### src/hw/rtl/itrd_pkg.sv
// Shared widths, command/status types and digit encoding for the radix converter.
`default_nettype none
package itrd_pkg;

    localparam int VALUE_BITS  = 31;
    localparam int VALUE_W     = 31;
    localparam int RADIX_W     = 6;
    localparam int DIGIT_W     = 6;
    localparam int CHAR_W      = 7;
    localparam int CNT_W       = $clog2(VALUE_BITS + 1);
    localparam int IDX_W       = $clog2(VALUE_BITS);
    localparam int BIT_W       = $clog2(VALUE_BITS);

    localparam logic [RADIX_W-1:0] RADIX_MIN   = RADIX_W'(2);
    localparam logic [RADIX_W-1:0] RADIX_MAX   = RADIX_W'(36);
    localparam logic [RADIX_W-1:0] RADIX_RESET = RADIX_W'(16);

    localparam logic [DIGIT_W-1:0] DEC_MAX     = DIGIT_W'(9);
    localparam logic [CHAR_W-1:0]  ASCII_ZERO  = CHAR_W'(48);
    localparam logic [CHAR_W-1:0]  ASCII_A     = CHAR_W'(65);
    localparam logic [CHAR_W-1:0]  DEC_COUNT   = CHAR_W'(10);

    typedef struct packed {
        logic start;
        logic div_step;
        logic write_digit;
        logic rd_en;
        logic load_out;
        logic idx_dec;
    } itrd_cmd_t;

    typedef struct packed {
        logic last_bit;
        logic q_zero;
        logic cnt_full;
        logic idx_zero;
        logic out_free;
    } itrd_sts_t;

    function automatic logic [CHAR_W-1:0] digit_to_ascii(input logic [DIGIT_W-1:0] d);
        logic [CHAR_W-1:0] d7;
        d7 = CHAR_W'(d);
        if (d <= DEC_MAX) begin
            return d7 + ASCII_ZERO;
        end
        return d7 - DEC_COUNT + ASCII_A;
    endfunction

endpackage
`default_nettype wire

### src/hw/rtl/itrd_ctrl.sv
// Sequencer for the radix converter: division passes, digit writes and emission.
`default_nettype none
module itrd_ctrl (
    input  wire logic               aclk,
    input  wire logic               aresetn,
    input  wire logic               s_valid,
    output logic                    s_ready,
    input  wire itrd_pkg::itrd_sts_t sts,
    output itrd_pkg::itrd_cmd_t     cmd
);

    localparam logic [2:0] ST_IDLE  = 3'd0;
    localparam logic [2:0] ST_DIV   = 3'd1;
    localparam logic [2:0] ST_WRITE = 3'd2;
    localparam logic [2:0] ST_READ  = 3'd3;
    localparam logic [2:0] ST_LOAD  = 3'd4;

    logic [2:0] state_reg;
    logic [2:0] state_next;

    always_ff @(posedge aclk) begin
        if (!aresetn) begin
            state_reg <= ST_IDLE;
        end else begin
            state_reg <= state_next;
        end
    end

    always_comb begin
        state_next = state_reg;
        cmd        = '0;
        s_ready    = 1'b0;
        unique case (state_reg)
            ST_IDLE: begin
                s_ready = 1'b1;
                if (s_valid) begin
                    cmd.start  = 1'b1;
                    state_next = ST_DIV;
                end
            end
            ST_DIV: begin
                cmd.div_step = 1'b1;
                if (sts.last_bit) begin
                    state_next = ST_WRITE;
                end
            end
            ST_WRITE: begin
                cmd.write_digit = 1'b1;
                // stop once the quotient runs out or the store is full
                if (sts.q_zero || sts.cnt_full) begin
                    state_next = ST_READ;
                end else begin
                    state_next = ST_DIV;
                end
            end
            ST_READ: begin
                cmd.rd_en  = 1'b1;
                state_next = ST_LOAD;
            end
            ST_LOAD: begin
                if (sts.out_free) begin
                    cmd.load_out = 1'b1;
                    if (sts.idx_zero) begin
                        state_next = ST_IDLE;
                    end else begin
                        cmd.idx_dec = 1'b1;
                        state_next  = ST_READ;
                    end
                end
            end
            default: begin
                state_next = ST_IDLE;
            end
        endcase
    end

`ifndef ASSERT_OFF
    a_accept_starts_div: assert property (@(posedge aclk) disable iff (!aresetn)
        (s_valid && s_ready) |=> (state_reg == ST_DIV))
        else $error("accepted transfer did not start a division");
    a_read_then_load: assert property (@(posedge aclk) disable iff (!aresetn)
        (state_reg == ST_READ) |=> (state_reg == ST_LOAD))
        else $error("store read not followed by output load");
    a_last_ends_run: assert property (@(posedge aclk) disable iff (!aresetn)
        (cmd.load_out && sts.idx_zero) |=> (state_reg == ST_IDLE))
        else $error("final digit did not end the run");
`endif

endmodule
`default_nettype wire

### src/hw/rtl/itrd_dpath.sv
// Datapath for the radix converter: radix register, bit-serial divider, digit store, output register.
`default_nettype none
module itrd_dpath (
    input  wire logic                           aclk,
    input  wire logic                           aresetn,
    input  wire logic [itrd_pkg::VALUE_W-1:0]   s_value,
    output logic                                m_valid,
    input  wire logic                           m_ready,
    output logic [itrd_pkg::CHAR_W-1:0]         m_digit_char,
    output logic                                m_last_digit,
    input  wire logic                           cfg_valid,
    output logic                                cfg_ready,
    input  wire logic [itrd_pkg::RADIX_W-1:0]   cfg_data,
    input  wire itrd_pkg::itrd_cmd_t            cmd,
    output itrd_pkg::itrd_sts_t                 sts
);

    logic [itrd_pkg::RADIX_W-1:0]    radix_reg;
    logic [itrd_pkg::RADIX_W-1:0]    radix_next;
    logic [itrd_pkg::VALUE_BITS-1:0] q_reg;
    logic [itrd_pkg::VALUE_BITS-1:0] q_next;
    logic [itrd_pkg::DIGIT_W-1:0]    rem_reg;
    logic [itrd_pkg::DIGIT_W-1:0]    rem_next;
    logic [itrd_pkg::BIT_W-1:0]      bit_reg;
    logic [itrd_pkg::BIT_W-1:0]      bit_next;
    logic [itrd_pkg::CNT_W-1:0]      cnt_reg;
    logic [itrd_pkg::CNT_W-1:0]      cnt_next;
    logic [itrd_pkg::IDX_W-1:0]      idx_reg;
    logic [itrd_pkg::IDX_W-1:0]      idx_next;
    logic [itrd_pkg::DIGIT_W-1:0]    rd_data_reg;
    logic                            m_valid_reg;
    logic                            m_valid_next;
    logic [itrd_pkg::CHAR_W-1:0]     char_reg;
    logic                            last_reg;

    logic [itrd_pkg::DIGIT_W-1:0]    digit_mem [itrd_pkg::VALUE_BITS];

    logic [itrd_pkg::DIGIT_W:0]      shifted;
    logic                            ge;

    assign cfg_ready = 1'b1;

    // saturate the radix into range on write
    always_comb begin
        radix_next = radix_reg;
        if (cfg_valid) begin
            priority if (cfg_data < itrd_pkg::RADIX_MIN) begin
                radix_next = itrd_pkg::RADIX_MIN;
            end else if (cfg_data > itrd_pkg::RADIX_MAX) begin
                radix_next = itrd_pkg::RADIX_MAX;
            end else begin
                radix_next = cfg_data;
            end
        end
    end

    // one restoring division step: bring down the next quotient bit
    assign shifted = {rem_reg, q_reg[itrd_pkg::VALUE_BITS-1]};
    assign ge      = shifted >= {1'b0, radix_reg};

    always_comb begin
        q_next   = q_reg;
        rem_next = rem_reg;
        bit_next = bit_reg;
        cnt_next = cnt_reg;
        idx_next = idx_reg;
        if (cmd.start) begin
            q_next   = s_value[itrd_pkg::VALUE_BITS-1:0];
            rem_next = '0;
            bit_next = '0;
            cnt_next = '0;
        end
        if (cmd.div_step) begin
            q_next   = {q_reg[itrd_pkg::VALUE_BITS-2:0], ge};
            rem_next = ge ? itrd_pkg::DIGIT_W'(shifted - {1'b0, radix_reg})
                          : shifted[itrd_pkg::DIGIT_W-1:0];
            bit_next = bit_reg + itrd_pkg::BIT_W'(1);
        end
        if (cmd.write_digit) begin
            rem_next = '0;
            bit_next = '0;
            cnt_next = cnt_reg + itrd_pkg::CNT_W'(1);
            idx_next = cnt_reg[itrd_pkg::IDX_W-1:0];
        end
        if (cmd.idx_dec) begin
            idx_next = idx_reg - itrd_pkg::IDX_W'(1);
        end
    end

    // hold a finished digit until transfer; drop valid once taken
    always_comb begin
        m_valid_next = m_valid_reg;
        if (cmd.load_out) begin
            m_valid_next = 1'b1;
        end else if (m_ready) begin
            m_valid_next = 1'b0;
        end
    end

    always_ff @(posedge aclk) begin
        if (!aresetn) begin
            radix_reg   <= itrd_pkg::RADIX_RESET;
            q_reg       <= '0;
            rem_reg     <= '0;
            bit_reg     <= '0;
            cnt_reg     <= '0;
            idx_reg     <= '0;
            m_valid_reg <= 1'b0;
        end else begin
            radix_reg   <= radix_next;
            q_reg       <= q_next;
            rem_reg     <= rem_next;
            bit_reg     <= bit_next;
            cnt_reg     <= cnt_next;
            idx_reg     <= idx_next;
            m_valid_reg <= m_valid_next;
        end
    end

    always_ff @(posedge aclk) begin
        if (cmd.write_digit) begin
            digit_mem[cnt_reg[itrd_pkg::IDX_W-1:0]] <= rem_reg;
        end
        if (cmd.rd_en) begin
            rd_data_reg <= digit_mem[idx_reg];
        end
        if (cmd.load_out) begin
            char_reg <= itrd_pkg::digit_to_ascii(rd_data_reg);
            last_reg <= (idx_reg == '0);
        end
    end

    assign sts.last_bit = (bit_reg == itrd_pkg::BIT_W'(itrd_pkg::VALUE_BITS - 1));
    assign sts.q_zero   = (q_reg == '0);
    assign sts.cnt_full = (cnt_reg == itrd_pkg::CNT_W'(itrd_pkg::VALUE_BITS - 1));
    assign sts.idx_zero = (idx_reg == '0);
    assign sts.out_free = !m_valid_reg || m_ready;

    assign m_valid      = m_valid_reg;
    assign m_digit_char = char_reg;
    assign m_last_digit = last_reg;

`ifndef ASSERT_OFF
    a_rem_below_radix: assert property (@(posedge aclk) disable iff (!aresetn)
        rem_reg < radix_reg)
        else $error("partial remainder not below radix");
    a_cnt_bound: assert property (@(posedge aclk) disable iff (!aresetn)
        cnt_reg <= itrd_pkg::CNT_W'(itrd_pkg::VALUE_BITS))
        else $error("digit count beyond store depth");
    a_no_overwrite: assert property (@(posedge aclk) disable iff (!aresetn)
        cmd.load_out |-> (!m_valid_reg || m_ready))
        else $error("output register overwritten before transfer");
    a_radix_range: assert property (@(posedge aclk) disable iff (!aresetn)
        (radix_reg >= itrd_pkg::RADIX_MIN) && (radix_reg <= itrd_pkg::RADIX_MAX))
        else $error("radix register out of range");
`endif

endmodule
`default_nettype wire

### src/hw/rtl/integer_to_radix_digits.sv
// Flow: accept an input, then for each digit run the one-bit-per-cycle divider (a step
// for each of the 31 bits, then a store write); then for each digit read the store and load
// the output register, waiting while it holds an untaken digit; at most 31 digits (binary).
// One item at a time; the next is taken once the final digit sits in the output register.
// Reset (aresetn, synchronous, active low) sets the radix to 16 and clears control state;
// the digit store is not cleared.
`default_nettype none
module integer_to_radix_digits (
    input  wire logic                          aclk,
    input  wire logic                          aresetn,
    input  wire logic                          s_valid,
    output logic                               s_ready,
    input  wire logic [itrd_pkg::VALUE_W-1:0]  s_value,
    output logic                               m_valid,
    input  wire logic                          m_ready,
    output logic [itrd_pkg::CHAR_W-1:0]        m_digit_char,
    output logic                               m_last_digit,
    input  wire logic                          cfg_valid,
    output logic                               cfg_ready,
    input  wire logic [itrd_pkg::RADIX_W-1:0]  cfg_data
);

    itrd_pkg::itrd_cmd_t cmd;
    itrd_pkg::itrd_sts_t sts;

    itrd_ctrl u_ctrl (
        .aclk    (aclk),
        .aresetn (aresetn),
        .s_valid (s_valid),
        .s_ready (s_ready),
        .sts     (sts),
        .cmd     (cmd)
    );

    itrd_dpath u_dpath (
        .aclk         (aclk),
        .aresetn      (aresetn),
        .s_value      (s_value),
        .m_valid      (m_valid),
        .m_ready      (m_ready),
        .m_digit_char (m_digit_char),
        .m_last_digit (m_last_digit),
        .cfg_valid    (cfg_valid),
        .cfg_ready    (cfg_ready),
        .cfg_data     (cfg_data),
        .cmd          (cmd),
        .sts          (sts)
    );

endmodule
`default_nettype wire

### config.mk
export PLATFORM = sky130hd
export DESIGN_NAME = integer_to_radix_digits
export DESIGN_NICKNAME = d
export VERILOG_FILES = /design/src/hw/rtl/itrd_pkg.sv /design/src/hw/rtl/itrd_ctrl.sv /design/src/hw/rtl/itrd_dpath.sv /design/src/hw/rtl/integer_to_radix_digits.sv
export SDC_FILE = /design/constraint.sdc
export NUM_CORES = 1
export LEC_CHECK = 0
export BUFFER_PORTS_ARGS = -buffer_cell sky130_fd_sc_hd__buf_2
export CORE_UTILIZATION = 25
export DETAILED_ROUTE_END_ITERATION = 10
export PLACE_DENSITY = 0.47
export SLEW_MARGIN = 20
export SYNTH_ARGS = -nofsm -noshare
export SYNTH_HDL_FRONTEND = slang
export SYNTH_SLANG_ARGS = --single-unit
### constraint.sdc
create_clock -name aclk -period 5 [get_ports aclk]
set_input_delay 0.5 -clock aclk [delete_from_list [all_inputs] [get_ports aclk]]
set_output_delay 0.5 -clock aclk [all_outputs]
set_load 0.03 [all_outputs]
**After elaboration in Yosys (flattened, before gate mapping)**

Memories as Yosys holds them, arrays and structs flattened. A register that Yosys moved wholly into a read port is not among the register bits.
Index checks and enable logic that the tools add are counted.

- Flip-flop bits (word level): 70
- Bits in latches: 0
- Bits in writable memories: 186
- ROM bits: 0
- Input bits: 42
- Output and inout bits: 11
- Logic and storage cells: 79
- Memories: 1

Memories:

| name | words | bits a word | rd ports | clocked after Yosys merged registers in | wr ports | RTL line | RTL |
|---|---|---|---|---|---|---|---|
| u_dpath.digit_mem | 31 | 6 | 1 | 1 | 1 | itrd_dpath.sv:36 | `logic [itrd_pkg::DIGIT_W-1:0] digit_mem [itrd_pkg::VALUE_BITS];` |

- Add/subtract/negate cells: 7
- Multipliers: 0
- Div/mod/pow operators: 0
- Magnitude comparators: 4
- Eq/ne operators: 9
- Shift-type cells: 0
- Muxes and demuxes: 35
- Bitwise logic cells: 1
- Reductions and logical operators: 12

Operator list:

| cell | number |
|---|---|
| two-way mux 31 bit | 2 |
| zero test 31 bit | 1 |
| two-way mux 6 bit | 5 |
| two-way mux 5 bit | 5 |
| one-hot mux 3 bit (5 select lines) | 1 |
| two-way mux 7 bit | 2 |
| two-way mux 1 bit | 13 |
| adder 5 x 1 -> 5 bit (second input constant) | 2 |
| == test 5 bit (second input constant) | 2 |
| two-way mux 3 bit | 3 |
| two-way mux 2 bit | 4 |
| nonzero test 2 bit | 4 |
| adder 6 x 6 -> 7 bit (second input constant) | 1 |
| adder 7 bit (second input constant) | 1 |
| greater-or-equal comparator 7 x 6 -> 1 bit | 1 |
| subtractor 6 x 4 -> 7 bit (second input constant) | 1 |
| == test 3 x 2 -> 1 bit (second input constant) | 2 |
| greater-than comparator 6 bit (second input constant) | 1 |
| <= comparator 6 x 4 -> 1 bit (second input constant) | 1 |
| < comparator 6 x 2 -> 1 bit (second input constant) | 1 |
| inequality test 2 bit (second input constant) | 3 |
| subtractor 6 bit | 1 |
| zero test 5 bit | 1 |
| subtractor 5 x 1 -> 5 bit (second input constant) | 1 |
| 8 further kinds | 9 |

**Depth between registers and ports, before layout**

Gate-level depths: netlist (run 1).

- Depth after elaboration: 6
- Depth in mapped cells: 10
- Gate-level depth less buffers: 8

**Hierarchy**

From an unflattened synthesis (run 1), not the netlist that was laid out.

- Cells, all modules: 853
- Area total of the unflattened synthesis: 11456.0 µm²

By module, submodules not included:

| module | times used | cells each | area an instance (µm²) | seq. area each (µm²) |
|---|---|---|---|---|
| itrd_dpath | 1 | 822 | 11208.2 | 7186.9 |
| itrd_ctrl | 1 | 31 | 247.7 | 60.1 |

**Least setup slack after synthesis (run 1)**

OpenSTA, ideal clock, no wires.

- Path kind: reg2reg
- Start point: register u_dpath.idx_reg[1] (netlist bit)
- End point: register u_dpath.idx_reg[2] (netlist bit)
- Library setup time: 0.123 ns
- Data arrival time: 2.153 ns
- Data required time: 4.877 ns
- Setup slack: 2.724 ns
- Stages on the path, launching flop included: 11
- Buffers on the path: 3
- Period minus slack after synthesis: 2.276 ns
- Cell sequence: dfxtp_1 buf_2 buf_2 inv_1 ha_1 nor4b_2 or3_1 buf_6 mux2i_1 a221oi_1 nor2b_1

RTL lines:

| what | RTL line | RTL |
|---|---|---|
| start, declared | itrd_dpath.sv:28 | `logic [itrd_pkg::IDX_W-1:0] idx_reg;` |
| start signal, assigned | itrd_dpath.sv:115 | `idx_reg <= idx_next;` |

==> results of run 1 <==
stage by stage:
stage	instances	power (uW)	cell area [sq um]	setup WS [ns]	utilization, %
floorplan	822	2620	11200	2.72	-
global placement	1428	2720	12000	2.08	27.2
detailed placement	1429	2720	12000	2.03	27.3
CTS	1477	4600	12900	2.02	29.2
global route	1477	4720	12900	1.85	29.2
finish	1477	4550	12900	1.97	29.2
cells in the final DEF (no fill, tap or decap), drive strengths merged, types with 4 or more instances in the layout:
cell type / n
a222oi: 29
xor2: 4
nand4: 5
nor2b: 47
and2: 5
a22o: 7
a31oi: 11
edfxtp: 200
mux4: 12
a22oi: 12
mux2i: 68
ha: 18
nand2: 45
inv: 22
nor3: 10
nand3: 9
clkbuf: 39
o211ai: 7
nand3b: 5
a221oi: 4
a21oi: 29
nor4: 9
a211oi: 8
xnor2: 4
o22ai: 7
a2111oi: 6
or3: 5
nor2: 59
clkinv: 8
dfxtp: 62
nand2b: 8
buf: 63
o21ai: 24
area by class of cell:
class | instances | area, sq um
clock buffers | 39 | 773
clock inverters | 9 | 46.3
fillers | 4572 | 31300
inverters | 22 | 82.6
multi-input cells | 490 | 3620
flip-flops and latches | 262 | 7250
well taps | 592 | 741
repair buffers | 63 | 353
cells by family after synthesis:
group,after synthesis,synth area share [%]
compound gates,159,10.3
mux,83,8.82
flops,262,64.9
simple gates,219,10.2
xor+xnor,8,0.628
other cells,1,0.0336
fa+ha+maj,20,2.29
buf+inv,70,2.74
power by group through the flow:
| stage | clock [uW] | sequential (uW) | combinational (uW) |
|---|---|---|---|
| 5_1_grt | 2010 | 2400 | 311 |
| 4_1_cts | 1920 | 2390 | 281 |
| 6_report | 1880 | 2390 | 276 |
| 3_5_place_dp | 0 | 2440 | 281 |
| 3_3_place_gp | 0 | 2440 | 275 |
| 2_1_floorplan | 0 | 2440 | 184 |
metal layers:
| layer | vias up | track usage [%] |
|---|---|---|
| li1 | 3249 | - |
| met1 | 3283 | 15.7 |
| met2 | 140 | 18.9 |
| met3 | 41 | 1.78 |
| met4 | 0 | 3.20 |
| met5 | - | 0 |
critical path, cell delays in order, from the launching register on:
cell	delay, ns
dfxtp_4	0.97
buf_4	0.58
mux2i_1	0.18
a22o_1	0.21
a2111oi_0	0.65
a31oi_1	0.10
o211ai_1	0.12
path summary, 6_finish.rpt:
| kind | startpoint | endpoint | slack, ns | cells after the start |
|---|---|---|---|---|
| worst max-delay path | u_dpath.idx_reg[1] | u_dpath.rd_data_reg[4] | 1.97 | 6 |
| worst min-delay path | s_value[30] | u_dpath.q_reg[30] | 0.20 | 2 |
| worst max register to register | u_dpath.idx_reg[1] | u_dpath.rd_data_reg[4] | 1.97 | 6 |
| worst min register to register | u_dpath.radix_reg[0] | u_dpath.radix_reg[0] | 0.49 | 2 |
==> results.sh, run 1 <==
export IMPL_dp_hpwl_mm=17.0
export IMPL_worst_hold_slack_ns=0.203
export IMPL_clk_pin_slew_ns=0.06
export IMPL_netlist_area_sq_mm=0.0112
export IMPL_rsz0062_at_grt="no"
export IMPL_synth_top_cell_area_share_pct=53.8
export IMPL_worstSkewPairLatency_ns=0.53
export IMPL_peakVddDrop_v=0.000243
export IMPL_ys_ff_latch=262
export IMPL_start_util_pct=25.3
export IMPL_async_reset_ff_share_pct=0
export IMPL_ys_top_cells_by_area="edfxtp_1 (54%), dfxtp_1 (11%), mux2i_1 (6.1%), nor2b_1 (2.6%), a222oi_1 (2.6%)"
export IMPL_switching_power_uw=1010
export IMPL_drc=0
export IMPL_drt_iter0_drc=539
export IMPL_power_frac_comb_pct=6.1
export IMPL_cp_start_kind="flip-flop"
export IMPL_fin_skew_ns=0.00723
export IMPL_synth_edf_count=200
export IMPL_cts_resized=0
export IMPL_post_route_period_util_pct=60.5
export IMPL_die_x_microns=213
export IMPL_ys_warn_count=0
export IMPL_cts_sinks=262
export IMPL_root_buffer="clkbuf_16"
export IMPL_avgSynthCellArea_sq_um=13.6
export IMPL_dr_pass1_iters=9
export IMPL_drive_gt1_share_pct=14.2
export IMPL_chipHeight_microns=213
export IMPL_clockPowerShare_pct=41.3
export IMPL_crit_fanout=66
export IMPL_required_ns=5.37
export IMPL_rows=77
export IMPL_drt_wl_total_mm=25.9
export IMPL_wl_met2_mm=12.2
export IMPL_p_int_uw=3540
export IMPL_gp_congestion=0.782
export IMPL_largest_reg_flops=186
export IMPL_min_period_ns=3.03
export IMPL_synthTopCellsByCount="edfxtp_1 (200), mux2i_1 (68), dfxtp_1 (62)"
export IMPL_portBuffers=51
export IMPL_grtUsageTotal_pct=11.5
export IMPL_grt_start_max_net_pins=67
export IMPL_worst_pin_slew_ns=1.02
export IMPL_hold_path_class="input pin to flip-flop"
export IMPL_routed_via_density=4.55
export IMPL_final_antenna_net_count=0
export IMPL_grt_pass1_wl_mm=40.3
export IMPL_max_slew_margin_pct=31.6
export IMPL_drt_met1_wl_mm=12.2
export IMPL_setup_viol=0
export IMPL_wl_per_cell_microns=17.6
export IMPL_antennaDiodeCount=0
export IMPL_grt_overflow=0
export IMPL_cts_max_path_buffers=3
export IMPL_fin_tns_setup_ns=0
export IMPL_end_kind="flip-flop"
export IMPL_syn_to_final_growth_pct=15.3
export IMPL_p_sw_share_pct=22.1
export IMPL_leakagePower_uw=0.00419
export IMPL_max_freq_ghz=0.331
export IMPL_cts_buffers=28
export IMPL_nNetsFinal=928
export IMPL_drv_slew=0
export IMPL_coreArea_sq_mm=0.0441
export IMPL_p_seq_share_pct=52.7
export IMPL_met3WireLength_microns=908
export IMPL_arrival_ns=3.40
export IMPL_syn_num_nets=883
export IMPL_yosys_area_top_type="edfxtp_1"
export IMPL_synthCells=822
export IMPL_cts_tree="built"
export IMPL_synthMostInstantiatedCell="edfxtp_1"
export IMPL_synth_cell_type_count=60
export IMPL_status="complete, no violations"
export IMPL_path_class="flip-flop to flip-flop"
export IMPL_hold_viol=0
export IMPL_antenna_found_initial=0
export IMPL_hold_buffers=0
export IMPL_htree_levels=1
export IMPL_p_per_area_mw_per_mm2=354
export IMPL_grt_pass1_vias=6793
export IMPL_synth_ff_type="edfxtp_1"
export IMPL_seq_area_frac_synth_pct=64.9
export IMPL_dieArea_sq_mm=0.0455
export IMPL_postCtsSetupRepairBufs=0
export IMPL_vias=6713
export IMPL_maxCapViolations=0
export IMPL_io_pins=53
export IMPL_topRoutingLayerUsed="met4"
Power figures use the tool's default switching activity.
==> run 2: changes to the inputs <==
- PLACE_DENSITY: 0.47 -> 0.49
- clock period: 5 -> 2.5 ns (I/O delays scaled with it)
==> run 2 against run 1 <==
Power rose by 110%; combinational power increased by 120%; global-route usage down 0.067 points; largest cell class unchanged.
==> results.sh, run 2 (same netlist as run 1, synthesis figures left out) <==
export IMPL_leakagePower_uw=0.00448
export IMPL_grtUsageTotal_pct=11.4
export IMPL_max_slew_margin_pct=48.5
export IMPL_crit_fanout=12
export IMPL_hold_buffers=32
export IMPL_rr_startpoint="u_dpath.idx_reg[2]"
export IMPL_setup_slack_ns=0.226
export IMPL_die_x_microns=213
export IMPL_hold_path_class="input pin to flip-flop"
export IMPL_grt_pass1_vias=6966
export IMPL_post_place_ws_ns=0.235
export IMPL_cts_buffers=29
export IMPL_fill_cells=4529
export IMPL_chipHeight_microns=213
export IMPL_min_to="u_dpath.radix_reg[0]"
export IMPL_p_seq_share_pct=49.8
export IMPL_cp_start_kind="flip-flop"
export IMPL_fin_skew_ns=0.0154
export IMPL_htree_levels=1
export IMPL_r2r_setup_slack_ns=0.23
export IMPL_holdPathStages=3
export IMPL_fin_tns_setup_ns=0
export IMPL_switching_power_uw=2090
export IMPL_cpLargestDelayFamily="compound AO/OA/AOI/OAI gates"
export IMPL_largest_reg_flops=186
export IMPL_wl_per_cell_microns=16.9
export IMPL_io_pins=53
export IMPL_rows=77
export IMPL_layout_commonest_cell="edfxtp_1"
export IMPL_post_route_period_util_pct=91.0
export IMPL_vias=7050
export IMPL_rr_endpoint="u_dpath.rd_data_reg[0]"
export IMPL_drt_iter0_drc=561
export IMPL_dp_hpwl_mm=17.1
export IMPL_coreArea_sq_mm=0.0441
export IMPL_worstSkewPairLatency_ns=0.54
export IMPL_stdcell_count=1539
export IMPL_p_per_area_mw_per_mm2=709
export IMPL_max_stage_delay_ns=0.59
export IMPL_root_buffer="clkbuf_16"
export IMPL_min_from="cfg_data[0]"
export IMPL_dieArea_sq_mm=0.0455
export IMPL_rsz0062_at_grt="no"
export IMPL_antenna_found_initial=0
export IMPL_worst_pin_slew_ns=0.770
export IMPL_required_ns=2.88
export IMPL_status="complete, no violations"
export IMPL_path_buf_inv=0
export IMPL_portBuffers=51
export IMPL_grt_overflow=0
export IMPL_placed_cell_area_sq_mm=0.0123
export IMPL_syn_to_final_growth_pct=21.3
export IMPL_maxCapViolations=0
export IMPL_final_antenna_net_count=0
export IMPL_clk_pin_slew_ns=0.06
export IMPL_power_frac_comb_pct=6.3
export IMPL_max_freq_ghz=0.440
export IMPL_end_kind="flip-flop"
export IMPL_p_int_uw=7510
export IMPL_crit_slowest_cell="dfxtp_1"
export IMPL_finalPower_uw=9600
export IMPL_peakVddDrop_v=0.000497
export IMPL_layout_common_cells="edfxtp_1 (200), mux2i_1 (68), dfxtp_1 (61)"
export IMPL_fin_area_sq_mm=0.0135
export IMPL_reg2reg_depth=5
export IMPL_gp_congestion=0.791
export IMPL_arrival_ns=2.66
export IMPL_dr_pass1_iters=8
export IMPL_drt_wl_total_mm=26.0
export IMPL_cts_sinks=262
export IMPL_hold_viol=0
export IMPL_dpl_cell_count=1456
export IMPL_drv_slew=0
export IMPL_min_period_ns=2.27
export IMPL_p_sw_share_pct=21.8
export IMPL_grt_start_max_net_pins=49
export IMPL_path_class="flip-flop to flip-flop"
export IMPL_setup_viol=0
export IMPL_crit_chain="nand2b_1, a211oi_1, a2111oi_0, a31oi_1, o211ai_1"
export IMPL_drc=0
export IMPL_routed_via_density=4.58
export IMPL_antennaDiodeCount=0
export IMPL_drive_gt1_share_pct=16.9
export IMPL_cts_resized=0
export IMPL_clockPowerShare_pct=43.9
export IMPL_nNetsFinal=988
export IMPL_start_util_pct=25.3
export IMPL_cts_tree="built"
export IMPL_grt_pass1_wl_mm=40.4
export IMPL_postCtsSetupRepairBufs=0
export IMPL_cts_max_path_buffers=3
==> run 2: worst max path at each step <==
stage	start	endpoint	slack, ns	cells after the start
3_5_place_dp	u_dpath.idx_reg[2]	u_dpath.rd_data_reg[0]	0.23	5
6_report	u_dpath.idx_reg[2]	u_dpath.rd_data_reg[0]	0.23	5
2_1_floorplan	u_dpath.idx_reg[1]	u_dpath.idx_reg[2]	0.22	10
3_3_place_gp	u_dpath.idx_reg[2]	u_dpath.rd_data_reg[0]	0.31	5
4_1_cts	u_dpath.idx_reg[2]	u_dpath.rd_data_reg[0]	0.22	5
5_1_grt	u_dpath.idx_reg[2]	u_dpath.rd_data_reg[4]	0.009	5
==> run 2: final cells by class <==
| cell class | count | area [sq um] | share of cell area, % |
|---|---|---|---|
| sequential | 262 | 7250 | 53.6 |
| multi-input combinational | 490 | 3620 | 26.7 |
| timing repair buffer | 122 | 906 | 6.69 |
| tap | 592 | 741 | 5.47 |
| clock buffer | 32 | 737 | 5.45 |
| clock inverter | 19 | 200 | 1.48 |
| inverter | 22 | 82.6 | 0.610 |
==> run 2: metal layers <==
metal | share of wire, % | routed length, microns | up-vias | global-route usage (%)
met5 | 0 | 0 | - | 0
met3 | 4.1 | 1070 | 41 | 1.69
met2 | 48 | 12400 | 179 | 19.1
met4 | 2.3 | 586 | 0 | 2.83
met1 | 46 | 12000 | 3447 | 15.5
li1 | - | - | 3383 | -
==> run 2: stage by stage <==
stage,utilization [%],hold slack [ns]
after detailed placement,27.8,0.479
after floorplan,-,0.396
final,30.7,0.0254
after global placement,27.8,0.472
after global routing,30.7,0.0141
after CTS,30.7,0.00258
==> run 2: worst register-to-register path: cells and delay by family, from the launching register on <==
kind | cells | cell delay (ns)
AO/OA/AOI/OAI | 4 | 0.99
AND/OR/NAND/NOR | 1 | 0.54
flip-flops | 1 | 0.59
==> run 2: power groups by stage <==
stage	Combinational, uW	Sequential (uW)	Clock, uW
after floorplan	371	4880	0
after global placement	568	4870	0
after detailed placement	575	4870	0
after CTS	615	4780	4300
after global routing	675	4790	4450
final	607	4780	4210
